**src/scdd_pkg.sv**
```systemverilog
// Shared types, constants and the CRC helper for the datagram deframer.
package scdd_pkg;

  localparam int HdrStoreDepth = 16;
  localparam int ShortHdrLen   = 12;
  localparam int LongHdrLen    = 16;

  localparam logic [15:0] CrcPoly = 16'hA001;

  localparam logic [0:0] KIND_DATA   = 1'b0;
  localparam logic [0:0] KIND_NOTICE = 1'b1;

  localparam logic [2:0] CFG_ADDR_SYNC = 3'd0;

  typedef struct packed {
    logic       valid;
    logic [7:0] data;
  } byte_q_t;

  function automatic logic [15:0] crc_byte(input logic [15:0] c, input logic [7:0] b);
    logic [15:0] v;
    v = c ^ {8'h00, b};
    for (int k = 0; k < 8; k++) begin
      v = v[0] ? ((v >> 1) ^ CrcPoly) : (v >> 1);
    end
    return v;
  endfunction

endpackage

```
**src/scdd_front.sv**
```systemverilog
// Front end: input byte queue and the configuration register port.
module scdd_front (
  input  logic             clk,
  input  logic             rst_n,
  input  logic             in_tvalid,
  output logic             in_tready,
  input  logic [7:0]       in_tdata,
  input  logic             cfg_psel,
  input  logic             cfg_penable,
  input  logic             cfg_pwrite,
  input  logic [2:0]       cfg_paddr,
  input  logic [31:0]      cfg_pwdata,
  output logic [31:0]      cfg_prdata,
  output logic             cfg_pready,
  output scdd_pkg::byte_q_t q_out,
  input  logic             q_pop,
  output logic [15:0]      sync_word
);

  logic [7:0]  mem_r [2];
  logic        wp_r, wp_nxt, rp_r, rp_nxt;
  logic [1:0]  cnt_r, cnt_nxt;
  logic [15:0] sync_r, sync_nxt;
  logic        push, pop;

  assign in_tready   = (cnt_r != 2'd2);
  assign push        = in_tvalid && in_tready;
  assign q_out.valid = (cnt_r != 2'd0);
  assign q_out.data  = mem_r[rp_r];
  assign pop         = q_pop && q_out.valid;

  always_comb begin
    wp_nxt  = push ? ~wp_r : wp_r;
    rp_nxt  = pop ? ~rp_r : rp_r;
    cnt_nxt = cnt_r + {1'b0, push} - {1'b0, pop};
    sync_nxt = sync_r;
    if (cfg_psel && cfg_penable && cfg_pwrite && cfg_pready &&
        cfg_paddr == scdd_pkg::CFG_ADDR_SYNC) begin
      sync_nxt = cfg_pwdata[15:0];
    end
  end

  assign cfg_pready = 1'b1;
  assign cfg_prdata = (cfg_paddr == scdd_pkg::CFG_ADDR_SYNC) ? {16'h0000, sync_r} : 32'h0;
  assign sync_word  = sync_r;

  always_ff @(posedge clk) begin
    if (!rst_n) begin
      wp_r   <= 1'b0;
      rp_r   <= 1'b0;
      cnt_r  <= 2'd0;
      sync_r <= 16'h0000;
    end else begin
      wp_r   <= wp_nxt;
      rp_r   <= rp_nxt;
      cnt_r  <= cnt_nxt;
      sync_r <= sync_nxt;
    end
  end

  always_ff @(posedge clk) begin
    if (push) begin
      mem_r[wp_r] <= in_tdata;
    end
  end

endmodule

```
**src/scdd_back.sv**
```systemverilog
// Back end: sync hunt, header CRC check and datagram emission.
module scdd_back #(
  parameter int HEADER_STORE_DEPTH = scdd_pkg::HdrStoreDepth
) (
  input  logic             clk,
  input  logic             rst_n,
  input  scdd_pkg::byte_q_t q_in,
  output logic             q_pop,
  input  logic [15:0]      sync_word,
  output logic             out_tvalid,
  input  logic             out_tready,
  output logic [7:0]       out_tdata,
  output logic             out_tlast,
  output logic [2:0]       out_tuser
);

  localparam int HW = $clog2(HEADER_STORE_DEPTH + 1);
  localparam int IW = $clog2(HEADER_STORE_DEPTH);

  localparam logic [1:0] PH_HUNT = 2'd0;
  localparam logic [1:0] PH_HEAD1 = 2'd1;
  localparam logic [1:0] PH_HEAD2 = 2'd2;
  localparam logic [1:0] PH_PAY = 2'd3;

  localparam logic [2:0] S_IDLE = 3'd0;
  localparam logic [2:0] S_PROC = 3'd1;
  localparam logic [2:0] S_CRC  = 3'd2;
  localparam logic [2:0] S_CHK  = 3'd3;
  localparam logic [2:0] S_EMH  = 3'd4;
  localparam logic [2:0] S_EMP  = 3'd5;

  localparam logic [HW-1:0] HDepth = HW'(HEADER_STORE_DEPTH);

  logic [7:0]    store_r [HEADER_STORE_DEPTH];
  logic [7:0]    store_nxt [HEADER_STORE_DEPTH];
  logic [HW-1:0] held_r, held_nxt;
  logic [1:0]    phase_r, phase_nxt;
  logic          long_r, long_nxt;
  logic [31:0]   rem_r, rem_nxt;
  logic [2:0]    st_r, st_nxt;
  logic [IW-1:0] idx_r, idx_nxt;
  logic [15:0]   crc_r, crc_nxt;
  logic          ov_r, ov_nxt;
  logic [7:0]    ob_r, ob_nxt;
  logic          ol_r, ol_nxt;
  logic [2:0]    ou_r, ou_nxt;

  logic          out_free;
  logic [1:0]    ph_eff;
  logic [HW-1:0] hlen, h;
  logic [7:0]    lo, hi;
  logic [15:0]   held_crc;

  assign out_free = !ov_r || out_tready;
  assign lo       = sync_word[7:0];
  assign hi       = sync_word[15:8];
  assign hlen     = long_r ? HW'(scdd_pkg::LongHdrLen) : HW'(scdd_pkg::ShortHdrLen);
  assign held_crc = long_r ? {store_r[scdd_pkg::LongHdrLen-1], store_r[scdd_pkg::LongHdrLen-2]}
                           : {store_r[scdd_pkg::ShortHdrLen-1],
                              store_r[scdd_pkg::ShortHdrLen-2]};
  assign ph_eff   = (phase_r == PH_PAY && rem_r == 32'd0) ? PH_HUNT : phase_r;
  assign q_pop    = (st_r == S_IDLE) && out_free;

  always_comb begin
    for (int i = 0; i < HEADER_STORE_DEPTH; i++) begin
      store_nxt[i] = store_r[i];
    end
    held_nxt  = held_r;
    phase_nxt = phase_r;
    long_nxt  = long_r;
    rem_nxt   = rem_r;
    st_nxt    = st_r;
    idx_nxt   = idx_r;
    crc_nxt   = crc_r;
    ov_nxt    = ov_r && !out_tready;
    ob_nxt    = ob_r;
    ol_nxt    = ol_r;
    ou_nxt    = ou_r;
    h         = held_r;

    case (st_r)
      S_IDLE: begin
        if (q_in.valid && out_free) begin
          if (ph_eff == PH_PAY && held_r == '0) begin
            rem_nxt = rem_r - 32'd1;
            ov_nxt  = 1'b1;
            ob_nxt  = q_in.data;
            ol_nxt  = (rem_r == 32'd1);
            ou_nxt  = {1'b0, 1'b0, scdd_pkg::KIND_DATA};
            if (rem_r == 32'd1) begin
              phase_nxt = PH_HUNT;
            end
          end else begin
            if (ph_eff == PH_PAY) begin
              h = '0;
              phase_nxt = PH_HUNT;
            end else begin
              phase_nxt = ph_eff;
            end
            if (h == HDepth) begin
              for (int i = 0; i < HEADER_STORE_DEPTH - 1; i++) begin
                store_nxt[i] = store_r[i+1];
              end
              store_nxt[HEADER_STORE_DEPTH-1] = q_in.data;
              held_nxt = HDepth;
            end else begin
              store_nxt[h[IW-1:0]] = q_in.data;
              held_nxt = h + HW'(1);
            end
            st_nxt = S_PROC;
          end
        end
      end
      S_PROC: begin
        case (phase_r)
          PH_HUNT: begin
            if (held_r < HW'(2)) begin
              st_nxt = S_IDLE;
            end else if (store_r[0] == lo && store_r[1] == hi) begin
              phase_nxt = PH_HEAD1;
            end else begin
              for (int i = 0; i < HEADER_STORE_DEPTH - 1; i++) begin
                store_nxt[i] = store_r[i+1];
              end
              held_nxt = held_r - HW'(1);
            end
          end
          PH_HEAD1: begin
            if (held_r < HW'(scdd_pkg::ShortHdrLen)) begin
              st_nxt = S_IDLE;
            end else begin
              long_nxt  = store_r[3][7];
              phase_nxt = PH_HEAD2;
            end
          end
          PH_HEAD2: begin
            if (held_r < hlen) begin
              st_nxt = S_IDLE;
            end else begin
              idx_nxt = '0;
              crc_nxt = 16'h0000;
              st_nxt  = S_CRC;
            end
          end
          default: begin
            st_nxt = S_IDLE;
          end
        endcase
      end
      S_CRC: begin
        crc_nxt = scdd_pkg::crc_byte(crc_r, store_r[idx_r]);
        idx_nxt = idx_r + IW'(1);
        if ({1'b0, idx_r} == hlen - HW'(3)) begin
          st_nxt = S_CHK;
        end
      end
      S_CHK: begin
        if (store_r[0] == lo && store_r[1] == hi && held_crc == crc_r) begin
          rem_nxt = {store_r[7], store_r[6], store_r[5], store_r[4]};
          idx_nxt = '0;
          st_nxt  = S_EMH;
        end else if (out_free) begin
          ov_nxt = 1'b1;
          ob_nxt = 8'h00;
          ol_nxt = 1'b0;
          ou_nxt = {1'b0, 1'b0, scdd_pkg::KIND_NOTICE};
          for (int i = 0; i < HEADER_STORE_DEPTH - 1; i++) begin
            store_nxt[i] = store_r[i+1];
          end
          held_nxt  = held_r - HW'(1);
          phase_nxt = PH_HUNT;
          st_nxt    = S_PROC;
        end
      end
      S_EMH: begin
        if (out_free) begin
          ov_nxt = 1'b1;
          ob_nxt = store_r[0];
          ol_nxt = ({1'b0, idx_r} == hlen - HW'(1)) && rem_r == 32'd0;
          ou_nxt = {1'b1, idx_r == '0, scdd_pkg::KIND_DATA};
          for (int i = 0; i < HEADER_STORE_DEPTH - 1; i++) begin
            store_nxt[i] = store_r[i+1];
          end
          held_nxt = held_r - HW'(1);
          idx_nxt  = idx_r + IW'(1);
          if ({1'b0, idx_r} == hlen - HW'(1)) begin
            if (rem_r == 32'd0) begin
              phase_nxt = PH_HUNT;
              st_nxt    = S_IDLE;
            end else begin
              phase_nxt = PH_PAY;
              st_nxt    = S_EMP;
            end
          end
        end
      end
      S_EMP: begin
        if (held_r == '0 || rem_r == 32'd0) begin
          phase_nxt = (rem_r == 32'd0) ? PH_HUNT : PH_PAY;
          st_nxt    = S_IDLE;
        end else if (out_free) begin
          ov_nxt  = 1'b1;
          ob_nxt  = store_r[0];
          ol_nxt  = (rem_r == 32'd1);
          ou_nxt  = {1'b0, 1'b0, scdd_pkg::KIND_DATA};
          rem_nxt = rem_r - 32'd1;
          for (int i = 0; i < HEADER_STORE_DEPTH - 1; i++) begin
            store_nxt[i] = store_r[i+1];
          end
          held_nxt = held_r - HW'(1);
        end
      end
      default: begin
        st_nxt = S_IDLE;
      end
    endcase
  end

  always_ff @(posedge clk) begin
    if (!rst_n) begin
      held_r  <= '0;
      phase_r <= PH_HUNT;
      long_r  <= 1'b0;
      rem_r   <= 32'd0;
      st_r    <= S_IDLE;
      ov_r    <= 1'b0;
    end else begin
      held_r  <= held_nxt;
      phase_r <= phase_nxt;
      long_r  <= long_nxt;
      rem_r   <= rem_nxt;
      st_r    <= st_nxt;
      ov_r    <= ov_nxt;
    end
  end

  always_ff @(posedge clk) begin
    for (int i = 0; i < HEADER_STORE_DEPTH; i++) begin
      store_r[i] <= store_nxt[i];
    end
    idx_r <= idx_nxt;
    crc_r <= crc_nxt;
    ob_r  <= ob_nxt;
    ol_r  <= ol_nxt;
    ou_r  <= ou_nxt;
  end

  assign out_tvalid = ov_r;
  assign out_tdata  = ob_r;
  assign out_tlast  = ol_r;
  assign out_tuser  = ou_r;

endmodule

```
**src/sync_crc_datagram_deframer_top.sv**
```systemverilog
// Top level of the sync-word, CRC-checked datagram deframer.
// Payload bytes that arrive once the header has been emitted pass through at one per cycle while out_tready holds.
// Other bytes go through the shared back-end sequencer, which stores each byte, then runs hunt
// steps, CRC steps over the header and header emission; it pops no new byte until it is idle.
// Each result is registered before it appears on the output.
// Synchronous active-low reset clears the queue, the sequencer, the phase and sync_word.
module sync_crc_datagram_deframer_top #(
  parameter int HEADER_STORE_DEPTH = scdd_pkg::HdrStoreDepth
) (
  input  logic        clk,
  input  logic        rst_n,
  input  logic        in_tvalid,
  output logic        in_tready,
  input  logic [7:0]  in_tdata,    // [7:0] in_byte
  output logic        out_tvalid,
  input  logic        out_tready,
  output logic [7:0]  out_tdata,   // [7:0] out_byte
  output logic        out_tlast,
  output logic [2:0]  out_tuser,   // [0] kind, [1] first_byte, [2] in_header
  input  logic        cfg_psel,
  input  logic        cfg_penable,
  input  logic        cfg_pwrite,
  input  logic [2:0]  cfg_paddr,
  input  logic [31:0] cfg_pwdata,
  output logic [31:0] cfg_prdata,
  output logic        cfg_pready
);

  scdd_pkg::byte_q_t q;
  logic              q_pop;
  logic [15:0]       sync_word;

  scdd_front u_front (
    .clk        (clk),
    .rst_n      (rst_n),
    .in_tvalid  (in_tvalid),
    .in_tready  (in_tready),
    .in_tdata   (in_tdata),
    .cfg_psel   (cfg_psel),
    .cfg_penable(cfg_penable),
    .cfg_pwrite (cfg_pwrite),
    .cfg_paddr  (cfg_paddr),
    .cfg_pwdata (cfg_pwdata),
    .cfg_prdata (cfg_prdata),
    .cfg_pready (cfg_pready),
    .q_out      (q),
    .q_pop      (q_pop),
    .sync_word  (sync_word)
  );

  scdd_back #(
    .HEADER_STORE_DEPTH(HEADER_STORE_DEPTH)
  ) u_back (
    .clk       (clk),
    .rst_n     (rst_n),
    .q_in      (q),
    .q_pop     (q_pop),
    .sync_word (sync_word),
    .out_tvalid(out_tvalid),
    .out_tready(out_tready),
    .out_tdata (out_tdata),
    .out_tlast (out_tlast),
    .out_tuser (out_tuser)
  );

endmodule

```
**config.mk**
```make
export PLATFORM = sky130hd
export DESIGN_NAME = sync_crc_datagram_deframer_top
export DESIGN_NICKNAME = d
export VERILOG_FILES = /design/src/scdd_pkg.sv /design/src/scdd_front.sv /design/src/scdd_back.sv /design/src/sync_crc_datagram_deframer_top.sv
export SDC_FILE = /design/constraint.sdc
export NUM_CORES = 1
export LEC_CHECK = 0
export CAP_MARGIN = 20
export CORE_MARGIN = 10
export CORE_UTILIZATION = 50
export CTS_CLUSTER_SIZE = 8
export DETAILED_ROUTE_END_ITERATION = 10
export DONT_BUFFER_PORTS = 1
export PLACE_DENSITY = 0.62
export SKIP_LAST_GASP = 1
export SYNTH_ARGS = -nofsm -noshare
export SYNTH_HDL_FRONTEND = slang
export SYNTH_SLANG_ARGS = --single-unit
```
**constraint.sdc**
```tcl
create_clock -name clk -period 5.95 [get_ports clk]
set_clock_uncertainty 0.05 [all_clocks]
set_input_delay 0.8925 -clock clk [delete_from_list [all_inputs] [get_ports clk]]
set_output_delay 0.8925 -clock clk [all_outputs]
set_load 0.03 [all_outputs]
```
* After elaboration in Yosys (flattened, before gate mapping)
Memory sizes are Yosys's and may differ from the RTL's. A register that Yosys moved wholly into a read port is not among the register bits. Cells that the tools add are included.
Word-level totals: memory bits (writable) 144, input port bits 50, register bits after elaboration 96, word-level logic and storage cells 240, memories kept 2, output and inout port bits 47
Memory list:
- u_back.store_r | words 16, width 8, read ports 17, clocked after memory_dff 1, write ports 16, RTL line scdd_back.sv:34 | logic [7:0] store_r [HEADER_STORE_DEPTH];
- u_front.mem_r | words 2, width 8, read ports 1, clocked after memory_dff 1, write ports 1, RTL line scdd_front.sv:20 | logic [7:0] mem_r [2];
Cells by class: multiplexer cells 116, reductions and logical operators 39, magnitude comparators 5, equal/unequal tests 42, bitwise operators 13, $add $sub $neg 8
Operators with widths (number):
- two-way mux 120 bit | 6
- case mux 120 bit (5 select lines) | 1
- two-way mux 128 bit | 3
- two-way mux 16 bit | 12
- two-way mux 32 bit | 5
- bitwise mux 128 bit | 1
- case mux 32 bit (3 select lines) | 1
- two-way mux 5 bit | 14
- two-way mux 8 bit | 8
- two-way mux 3 bit | 17
- demux 8 bit (select 4 bit) | 1
- equality test 32 x 1 -> 1 bit, second input constant | 1
- logical NOT 32 bit | 1
- case mux 16 bit (2 select lines) | 1
- case mux 8 bit (4 select lines) | 1
- subtractor 32 x 1 -> 32 bit, second input constant | 1
- two-way mux 2 bit | 15
- case mux 5 bit (5 select lines) | 1
- inverter 2 -> 3 bit | 8
- inequality test 2 bit, second input constant | 11
- two-way mux 4 bit | 5
- case mux 3 bit (6 select lines) | 1
- equality test 16 bit | 1
- equality test 8 bit | 2
- other kinds (49) | 105

* Logic depth before layout (Yosys ltp)
Gate-level depths: netlist of run 1.
word-level depth 18, gate-level depth with buffers 14, depth with buffers taken out 12

* Cells and area by module
A second synthesis of run 1 with hierarchy kept.
Second synthesis, totals: cells, all modules 1274, area total of the unflattened synthesis 13725.7 um^2
Modules (own cells, without submodules):
- scdd_back | seq. area each 5765.5 um^2, cells an instance 1116, times used 1, area an instance 11995.3 um^2
- scdd_front | seq. area each 900.9 um^2, cells an instance 158, times used 1, area an instance 1730.4 um^2

* Worst setup path before layout of run 1
Ideal clock, no wire load.
path kind flip-flop to flip-flop, start point register u_back.rem_r[16] (netlist name), end point memory u_back.store_r[10][0] (enable), library setup time 0.308 ns, required time 5.592 ns, data arrival time 3.215 ns, path buffers 3, slack 2.377 ns, cell stages (with the launch flop) 13, clock period less this slack 3.573 ns, cell sequence dfxtp_1 > nor4_4 > nand2_4 > o41ai_1 > clkbuf_1 > nand2_1 > ha_1 > and3_1 > nand2_1 > and2_1 > clkbuf_1 > clkbuf_1 > a21oi_1
RTL lines (RTL line):
- end: declaration | scdd_back.sv:34

* Worst setup path after layout of run 1
start point register u_back.long_r, read port of u_back.store_r, end point register u_back.rem_r[30]
On the way: longest elaborated chain between the ends 5
RTL lines:
- start: declaration | RTL line scdd_back.sv:38 | logic long_r, long_nxt;
- two-way mux 16 bit | RTL line scdd_back.sv:58 | assign held_crc = long_r ? {store_r[scdd_pkg::LongHdrLen-1], store_r[scdd_pkg::LongHdrLen-2]}
- equality test 16 bit | RTL line scdd_back.sv:158 | if (store_r[0] == lo && store_r[1] == hi && held_crc == crc_r) begin
- logical AND 1 bit | RTL line scdd_back.sv:158
- inequality test 2 x 1 -> 1 bit (no source line)
- AND reduction 6 bit (no source line)
- end signal: assignment | RTL line scdd_back.sv:231 | rem_r <= rem_nxt;
- end: declaration | RTL line scdd_back.sv:39 | logic [31:0] rem_r, rem_nxt;
Every way passes these cells. A chain may end at the register's enable or synchronous reset.

==> impl_metrics.yaml, run 1 <==
detailed_routing:
  drcViolationCount: 0
  wl_um: 41100
  postRouteAntennaNets: 0
  drt-pass1-iter-count: 5
  drt-wirelength-per-cell_um: 24.6
  initialDrtViolationCount: 1627
  vias_per_cell: 6.37
  vias: 10600
clock_network:
  path_clk_slew_ns: 0.05
  cts_resized: 0
  hold_buffers: 0
  cts.sinks: 245
  cts_made_buffers: 36
  post_cts_buffers: 0
  clk_latency_ns: 0.52
  cts.htree.levels: 2
  root_buffer: "clkbuf_16"
  clockBufferDepth: 3
  tritoncts: "done"
floorplanning:
  initial_core_util_pct: 51.2
  num_io_pins: 97
  die_x_um: 184
  row_count: 59
  core_area_mm2: 0.0262
  die_h_um: 184
  die_area_mm2: 0.0338
sta:
  fin_crit_sh_pct: 78.0
  finalMaxSlewViolations: 0
  slew_headroom_pct: 24.5
  min_period_ns: 4.64
  hold_violations: 0
  fmax_mhz: 215
  rsz0062_at_grt: "no"
  tightest_slew_ns: 1.12
  setup_tns_ns: 0
  setup_violations: 0
synth:
  ys_seq_area_share_pct: 49.7
  netlist_top_cells_count: "nand2_1 (227), edfxtp_1 (176), o21ai_0 (152), a21oi_1 (95), nor2_1 (86)"
  synthDistinctLibCells: 71
  synth_top_cell_area_share_pct: 39.4
  syn-instance-count: 1337
  synth-edff-count: 176
  yosys_warnings: 0
  synth_area_leaders: "edfxtp_1 (39%), dfxtp_1 (10%), nand2_1 (6.4%)"
  yosysMostFrequentCell: "nand2_1"
  synthFlopType: "edfxtp_1"
  avgSynthCellArea_um2: 10.0
  async_flop_share_pct: 0
  syn_area_mm2: 0.0134
  yosysTopAreaCell: "edfxtp_1"
  synth-seq-cells: 245
job:
  maxCapViolCount: 0
critical_path:
  path_max_fanout: 24
  crit_type: "register to register"
  startpoint_type: "register"
  cp.arrival_ns: 5.03
  required_ns: 6.33
  crit_path_end_kind: "register"
grt:
  grt_usage_pct: 23.9
  antenna_found_initial: 0
  grt_max_degree: 97
  grt_overflow: 0
  grt_first_pass_wirelength_um: 61800
  grt_pass1_vias: 9970
hold_path:
  hold_class: "input port to register"
cells_and_area:
  area_delta_synth_final_pct: 9.36
  stdcell_count: 1669
  fill_cells: 2304
  layout.nets: 1378
  drive_gt1_share_pct: 9.90
  antenna-diode-count: 0
power_and_ir_drop:
  irDropWorstVdd_uv: 347
  power_density_mw_per_mm2: 735
  p_leak_nw: 5.18
status:
  outcome: "completed"
place:
  placed_cells: 1611
  port_buffers: 0
  dp_hpwl_um: 29000
  globalplace.congestion: 0.884
-- metal layers --
| layer | vias to the layer above | wire length [µm] | GRT usage (%) |
|---|---|---|---|
| li1 | 4817 | - | - |
| met1 | 5156 | 17300 | 33.5 |
| met2 | 580 | 18600 | 37.1 |
| met3 | 82 | 4010 | 4.21 |
| met4 | 0 | 1180 | 7.47 |
| met5 | - | 0 | 0 |
-- placed cells by master (no fill, tap or decap), drive strengths merged, types with 18 or more instances in the layout --
| cell type | netlist | final |
|---|---|---|
| clkbuf | 71 | 53 |
| nand2 | 228 | 228 |
| and2 | 21 | 21 |
| buf | 31 | 27 |
| xnor2 | 29 | 29 |
| o31ai | 18 | 18 |
| nor4 | 23 | 23 |
| nor3 | 22 | 22 |
| mux4 | 32 | 32 |
| o21ai | 153 | 153 |
| edfxtp | 176 | 176 |
| inv | 23 | 25 |
| a21oi | 95 | 95 |
| mux2i | 47 | 47 |
| dfxtp | 69 | 69 |
| nor2 | 87 | 87 |
| xor2 | 30 | 30 |
-- stage by stage --
stage	hold WS (ns)	area, µm²	util [%]	total power [mW]	setup WS (ns)
after floorplan	0.399	13500	-	7.23	2.38
after global placement	0.415	13600	52.0	8.70	1.51
after detailed placement	0.427	13600	52.0	8.78	1.47
after CTS	0.404	14600	55.9	10.7	1.47
after global routing	0.404	14700	55.9	11.4	1.12
final	0.420	14700	55.9	10.8	1.31
-- area by class of cell --
class	instances	area (µm²)	area share [%]
inverters	24	90.1	0.614
flip-flops and latches	245	6670	45.5
multi-input cells	981	6260	42.7
well taps	335	419	2.86
repair buffers	27	210	1.43
clock buffers	53	965	6.58
clock inverters	4	50.0	0.341
-- cells by family (layout without fill, tap and decap cells) --
group | count (synthesis) | in the layout | share of synthesized area, %
and+or+nand+nor | 448 | 448 | 15.3
DFF | 245 | 245 | 49.7
AOI/OAI and AO/OA | 351 | 351 | 15.4
other | 2 | 17 | 0.0560
buffers and inverters | 126 | 108 | 4.21
adders and majority gates | 13 | 13 | 1.21
xor gates and xnor gates | 61 | 61 | 4.20
muxes | 91 | 91 | 9.89
-- final timing paths --
check	from	to	slack, ns	depth (start not counted)
worst max-delay path	u_back.long_r$_SDFFE_PN0P_	u_back.rem_r[30]$_SDFFE_PN0P_	1.31	8
worst min-delay path	in_tdata[3]	u_front.mem_r[1][3]$_DFFE_PP_	0.42	0
worst max register to register	u_back.long_r$_SDFFE_PN0P_	u_back.rem_r[30]$_SDFFE_PN0P_	1.31	8
worst min register to register	u_back.rem_r[26]$_SDFFE_PN0P_	u_back.rem_r[26]$_SDFFE_PN0P_	0.43	2
-- critical path, stage by stage (launching register included) --
cell and delay, ns:
dfxtp_1 1.05, mux2i_1 0.55, xnor2_1 0.12, nor4_1 0.28
nand4_1 0.51, nor2_1 0.71, o21a_1 0.80, nand2_1 0.25
o21ai_0 0.20
-- power breakdown --
group | internal [mW] | total [mW] | switching (mW)
registers | 2.88 | 3.74 | 0.862
logic | 1.94 | 5.16 | 3.22
clock network | 1.12 | 1.88 | 0.757
total | 5.94 | 10.8 | 4.84
-- registers in the layout, indices dropped and copies added, names as in the netlist, 2 cells and up, named ones only --
signal and count:
u_back.crc_r 16, u_back.held_r 5, u_back.idx_r 4, u_back.out_tdata 8, u_back.out_tuser 3, u_back.phase_r 2
u_back.rem_r 32, u_back.st_r 3, u_back.store_r 128, u_front.cnt_r 2, u_front.mem_r 16, u_front.sync_word 16
No activity file was read; power rests on OpenSTA's default activity.
==> run 2, diff against run 1 <==
--- a/config.mk
+++ b/config.mk
@@ -11,7 +11,7 @@
 export CTS_CLUSTER_SIZE = 8
 export DETAILED_ROUTE_END_ITERATION = 10
 export DONT_BUFFER_PORTS = 1
-export PLACE_DENSITY = 0.62
+export PLACE_DENSITY = 0.65
 export SKIP_LAST_GASP = 1
 export SYNTH_ARGS = -nofsm -noshare
 export SYNTH_HDL_FRONTEND = slang
==> constraint.sdc (replaced) <==
create_clock -name clk -period 4 [get_ports clk]
set_clock_uncertainty 0.05 [all_clocks]
set_input_delay 0.6 -clock clk [delete_from_list [all_inputs] [get_ports clk]]
set_output_delay 0.6 -clock clk [all_outputs]
set_load 0.03 [all_outputs]
==> run 2 against run 1 <==
  * Fmax up 26%
  * Critical path depth increased by 1
  * Register-to-register slack worse by 0.99 ns
  * Die area unchanged
  * Global-route usage is 0.28 points higher
  * Hold slack got worse by 0.30 ns
  * Critical path type unchanged
  * Largest power group unchanged
  * Highest routed layer unchanged
==> impl_metrics.yaml, run 2 (same netlist as run 1, synthesis figures left out) <==
clock_network:
  clk_latency_ns: 0.53
  post_cts_buffers: 0
  clockBufferDepth: 3
  tritoncts: "done"
  hold_buffers: 0
  root_buffer: "clkbuf_16"
  cts_made_buffers: 36
  path_clk_slew_ns: 0.05
  cts_resized: 0
  cts.sinks: 245
  cts.htree.levels: 2
cells_and_area:
  antenna-diode-count: 0
  regMostFlops: "u_back.store_r"
  area_delta_synth_final_pct: 12.9
  final_common_cell: "nand2_1"
  reg_top3: "u_back.store_r x128, u_back.rem_r x32"
  fin_area_mm2: 0.0151
  drive_gt1_share_pct: 13.0
  stdcell_count: 1724
  layout.nets: 1430
  fin_util_pct: 57.7
  fill_cells: 2226
  final_cell_mix: "nand2_1 (227), edfxtp_1 (176), o21ai_0 (150), a21oi_1 (95), nor2_1 (86)"
  largest_reg_flops: 128
sta:
  min_period_ns: 3.69
  rsz0062_at_grt: "no"
  fin_crit_sh_pct: 92.2
  tightest_slew_ns: 1.06
  hold_violations: 0
  slew_headroom_pct: 29.4
  setup_tns_ns: 0
  fmax_mhz: 271
  setup_violations: 0
  finalMaxSlewViolations: 0
power_and_ir_drop:
  power_mw: 16.7
  p_int_mw: 9.37
  power_density_mw_per_mm2: 1110
  switchingPower_mw: 7.36
  p_seq_share_pct: 32.8
  irDropWorstVdd_uv: 518
  p_leak_nw: 5.45
  combPwrFrac_pct: 50.5
  swShare_pct: 44.0
  clkPwrFrac_pct: 16.7
floorplanning:
  core_area_mm2: 0.0262
  die_h_um: 184
  row_count: 59
  num_io_pins: 97
  die_area_mm2: 0.0338
  initial_core_util_pct: 51.2
  die_x_um: 184
critical_path:
  critical-path-top-delay-family: "simple AND/OR/NAND/NOR gates"
  crit_type: "register to register"
  startpoint_type: "register"
  cp_slowest_cell: "a21oi_1"
  path_max_fanout: 17
  crit_path_end_kind: "register"
  cp_num_buf_inv: 2
  critPathMaxStageDelay_ns: 0.67
  cp.arrival_ns: 3.78
  crit_chain: "nor4_2, nand2_4, or4_4, nand3_4, nor2_2, or4_1, buf_12, buf_4, a21oi_1"
  required_ns: 4.09
place:
  globalplace.congestion: 0.929
  place_area_mm2: 0.0141
  dp_hpwl_um: 30200
  placed_cells: 1662
  port_buffers: 0
detailed_routing:
  drcViolationCount: 0
  vias: 10900
  wl_um: 41800
  initialDrtViolationCount: 1531
  vias_per_cell: 6.33
  drt-wirelength-per-cell_um: 24.3
  postRouteAntennaNets: 0
  drt-pass1-iter-count: 6
grt:
  grt_max_degree: 33
  grt_first_pass_wirelength_um: 62800
  grt_pass1_vias: 10300
  grt_overflow: 0
  antenna_found_initial: 0
  grt_usage_pct: 24.2
status:
  outcome: "completed"
job:
  maxCapViolCount: 0
hold_path:
  hold_class: "input port to register"
==> run 2: layer usage <==
| metal | global-route usage [%] | up-vias | share of wire (%) |
|---|---|---|---|
| met2 | 37.8 | 563 | 46 |
| met4 | 9.01 | 0 | 3.3 |
| met1 | 33.2 | 5330 | 42 |
| li1 | - | 4939 | - |
| met3 | 4.05 | 88 | 9.2 |
| met5 | 0 | - | 0 |
==> run 2: path summary, 6_finish.rpt <==
kind                                 start                        endpoint  slack (ns)  depth (start not counted)
min reg2reg  u_back.rem_r[26]$_SDFFE_PN0P_   u_back.rem_r[26]$_SDFFE_PN0P_        0.43                          2
min                            in_tdata[0]   u_front.mem_r[0][0]$_DFFE_PP_        0.12                          0
max          u_back.rem_r[20]$_SDFFE_PN0P_  u_back.store_r[4][2]$_DFFE_PP_        0.31                          9
max reg2reg  u_back.rem_r[20]$_SDFFE_PN0P_  u_back.store_r[4][2]$_DFFE_PP_        0.31                          9
==> run 2: per-stage QoR <==
step / hold WS, ns / setup WS, ns
floorplan: 0.399 / 0.427
global placement: 0.419 / 0.181
detailed placement: 0.430 / 0.284
CTS: 0.110 / 0.249
global route: 0.109 / 0.184
finish: 0.119 / 0.313
==> run 2: cell type report <==
cell class	instances	area (µm²)	share of cell area [%]
Tap cell	335	419	2.77
Sequential cell	245	6670	44.1
Clock buffer	57	980	6.48
Timing Repair Buffer	79	678	4.48
Multi-Input combinational cell	981	6250	41.3
Inverter	24	90.1	0.595
Clock inverter	3	45.0	0.298
==> run 2: power by group through the flow <==
stage,clock network [mW],logic [mW],registers (mW)
6_report,2.80,8.45,5.49
5_1_grt,2.93,9.21,5.54
4_1_cts,2.83,8.32,5.43
3_5_place_dp,0,8.26,5.47
3_3_place_gp,0,8.07,5.44
2_1_floorplan,0,5.86,4.89
==> run 3, diff against run 2 <==
--- a/config.mk
+++ b/config.mk
@@ -7,11 +7,11 @@
 export LEC_CHECK = 0
 export CAP_MARGIN = 20
 export CORE_MARGIN = 10
-export CORE_UTILIZATION = 50
+export CORE_UTILIZATION = 53
 export CTS_CLUSTER_SIZE = 8
 export DETAILED_ROUTE_END_ITERATION = 10
 export DONT_BUFFER_PORTS = 1
-export PLACE_DENSITY = 0.65
+export PLACE_DENSITY = 0.68
 export SKIP_LAST_GASP = 1
 export SYNTH_ARGS = -nofsm -noshare
 export SYNTH_HDL_FRONTEND = slang
==> run 3 against run 2 <==
  * Routed wire length is 1.1% lower
  * Combinational power down 0.8%
  * Register-to-register slack worse by 0.09 ns
  * Sequential power barely moved
  * Hold slack got worse by 0.012 ns
  * Non-clock buffer count grew 2
==> impl_metrics.yaml, run 3 (same netlist as run 1, synthesis figures left out) <==
cells_and_area:
  regArea_mm2: 0.00667
  largest_reg_flops: 128
  drive_gt1_share_pct: 13.3
  multi_input_area_mm2: 0.00626
  fill_cells: 2112
  final_common_cell: "nand2_1"
  regMostFlops: "u_back.store_r"
  area_delta_synth_final_pct: 12.8
  antenna-diode-count: 0
  reg_top3: "u_back.store_r x128, u_back.rem_r x32"
  final_cell_mix: "nand2_1 (227), edfxtp_1 (176), o21ai_0 (150), a21oi_1 (95), nor2_1 (86)"
  layout.nets: 1432
sta:
  fmax_mhz: 265
  fin_crit_sh_pct: 94.3
  setup_violations: 0
  setup_tns_ns: 0
  slew_headroom_pct: 29.2
  min_period_ns: 3.77
  hold_violations: 0
  tightest_slew_ns: 1.06
  finalMaxSlewViolations: 0
  rsz0062_at_grt: "no"
clock_network:
  clockBufferDepth: 3
  cts.htree.levels: 2
  path_clk_slew_ns: 0.05
  root_buffer: "clkbuf_16"
  tritoncts: "done"
  cts_made_buffers: 36
  clk_latency_ns: 0.54
  post_cts_buffers: 0
  hold_buffers: 0
  cts.sinks: 245
power_and_ir_drop:
  combPwrFrac_pct: 50.1
  power_density_mw_per_mm2: 1100
  p_int_mw: 9.34
  p_seq_share_pct: 32.9
  swShare_pct: 44.1
  power_mw: 16.7
  p_leak_nw: 5.46
  clkPwrFrac_pct: 17.0
  irDropWorstVdd_uv: 640
  switchingPower_mw: 7.37
detailed_routing:
  wl_um: 41300
  postRouteAntennaNets: 0
  drcViolationCount: 0
  initialDrtViolationCount: 1452
  drt-wirelength-per-cell_um: 24.1
  drt-pass1-iter-count: 8
  vias_per_cell: 6.37
  vias: 10900
critical_path:
  path_max_fanout: 8
  critPathMaxStageDelay_ns: 0.81
  startpoint_type: "register"
  required_ns: 4.10
  crit_chain: "nor4_2, nand2_4, or4_4, nand3_4, nor2_2, or4_1, buf_12, buf_4, a21oi_1"
  cp.arrival_ns: 3.88
  cp-startpoint: "u_back.rem_r[20]$_SDFFE_PN0P_"
  cp_slowest_cell: "a21oi_1"
  rrSetupSlack_ns: 0.23
  crit_path_end_kind: "register"
  crit_type: "register to register"
  regToRegStartpoint: "u_back.rem_r[20]$_SDFFE_PN0P_"
  r2r_end: "u_back.store_r[7][4]$_DFFE_PP_"
  r2r_cells: 9
floorplanning:
  die_h_um: 179
  die_area_mm2: 0.0321
  row_count: 58
  die_x_um: 179
  num_io_pins: 97
  core_area_mm2: 0.0250
  initial_core_util_pct: 53.5
grt:
  grt_overflow: 0
  grt.busiest_layer: "met2"
  grt_max_degree: 121
  grt_use_met1_pct: 34.3
  grt_use_met2_pct: 40.1
  grtUsageMet3_pct: 5.86
  grt_usage_pct: 25.7
  grt_pass1_vias: 10300
  antenna_found_initial: 0
  grt_first_pass_wirelength_um: 62700
status:
  outcome: "completed"
place:
  globalplace.congestion: 0.933
  port_buffers: 0
  dp_hpwl_um: 30000
hold_path:
  hp-start: "in_tdata[3]"
  hold_end: "u_front.mem_r[0][3]$_DFFE_PP_"
  hold_class: "input port to register"
  holdPathStages: 0
job:
  maxCapViolCount: 0
[run 3: cell types whose count changed in the layout (fill, tap and decap cells not counted)]
cell | previous run | this run
buf_4 | 71 | 77
clkbuf_1 | 21 | 16
buf_12 | 7 | 3
clkinv_16 | 0 | 2
clkbuf_8 | 0 | 1
inv_16 | 1 | 0
inv_6 | 1 | 0
o41ai_2 | 1 | 0
o41ai_4 | 0 | 1
[run 3: metrics by stage]
step / util (%) / instances / hold slack (ns) / instance area (µm²) / worst slack, ns
after CTS: 60.3 / 1715 / 0.104 / 15100 / 0.254
after floorplan: - / 1352 / 0.399 / 13500 / 0.427
final: 60.4 / 1717 / 0.107 / 15100 / 0.226
after global placement: 56.1 / 1657 / 0.416 / 14000 / 0.228
after detailed placement: 56.1 / 1659 / 0.418 / 14100 / 0.246
after global routing: 60.4 / 1717 / 0.0995 / 15100 / 0.113
[run 3: what timing repair did]
| action | CTS | global route |
|---|---|---|
| resized for setup | 0 | 1 |
| hold endpoints to repair | 0 | 0 |
| setup endpoints to repair | 0 | 7 |
[run 3: critical path: cells and delay by family (launching register included)]
kind,cells,cell delay (ns)
and+or+nand+nor,6,1.87
buffers and inverters,2,0.32
AOI/OAI and AO/OA,1,0.81
DFF,1,0.34
[run 3: layer usage]
layer	up-vias	wire length, µm
met4	0	1550
li1	4932	-
met1	5235	16500
met3	110	4360
met2	665	19000
met5	-	0
[run 3: worst max path at each step]
stage	endpoint	slack, ns	cells after the start
after floorplan	u_back.store_r[10][0]$_DFFE_PP_	0.43	12
after global placement	u_back.store_r[13][2]$_DFFE_PP_	0.23	8
after detailed placement	u_back.store_r[7][4]$_DFFE_PP_	0.25	9
after CTS	u_back.store_r[7][7]$_DFFE_PP_	0.25	9
after global routing	u_back.store_r[1][7]$_DFFE_PP_	0.11	12
final	u_back.store_r[7][4]$_DFFE_PP_	0.23	9
[run 3: layout make-up]
class / instances / area share, %
Clock buffer: 53 / 6.44
Sequential cell: 245 / 44.1
Multi-Input combinational cell: 981 / 41.4
Clock inverter: 3 / 0.505
Tap cell: 330 / 2.73
Inverter: 24 / 0.596
Timing Repair Buffer: 81 / 4.25
[run 3: power by group through the flow]
stage	Sequential [mW]	Clock [mW]	Combinational, mW
after global routing	5.55	2.97	9.16
after floorplan	4.89	0	5.86
after CTS	5.43	2.86	8.18
after global placement	5.45	0	7.97
after detailed placement	5.47	0	8.12
final	5.49	2.84	8.38
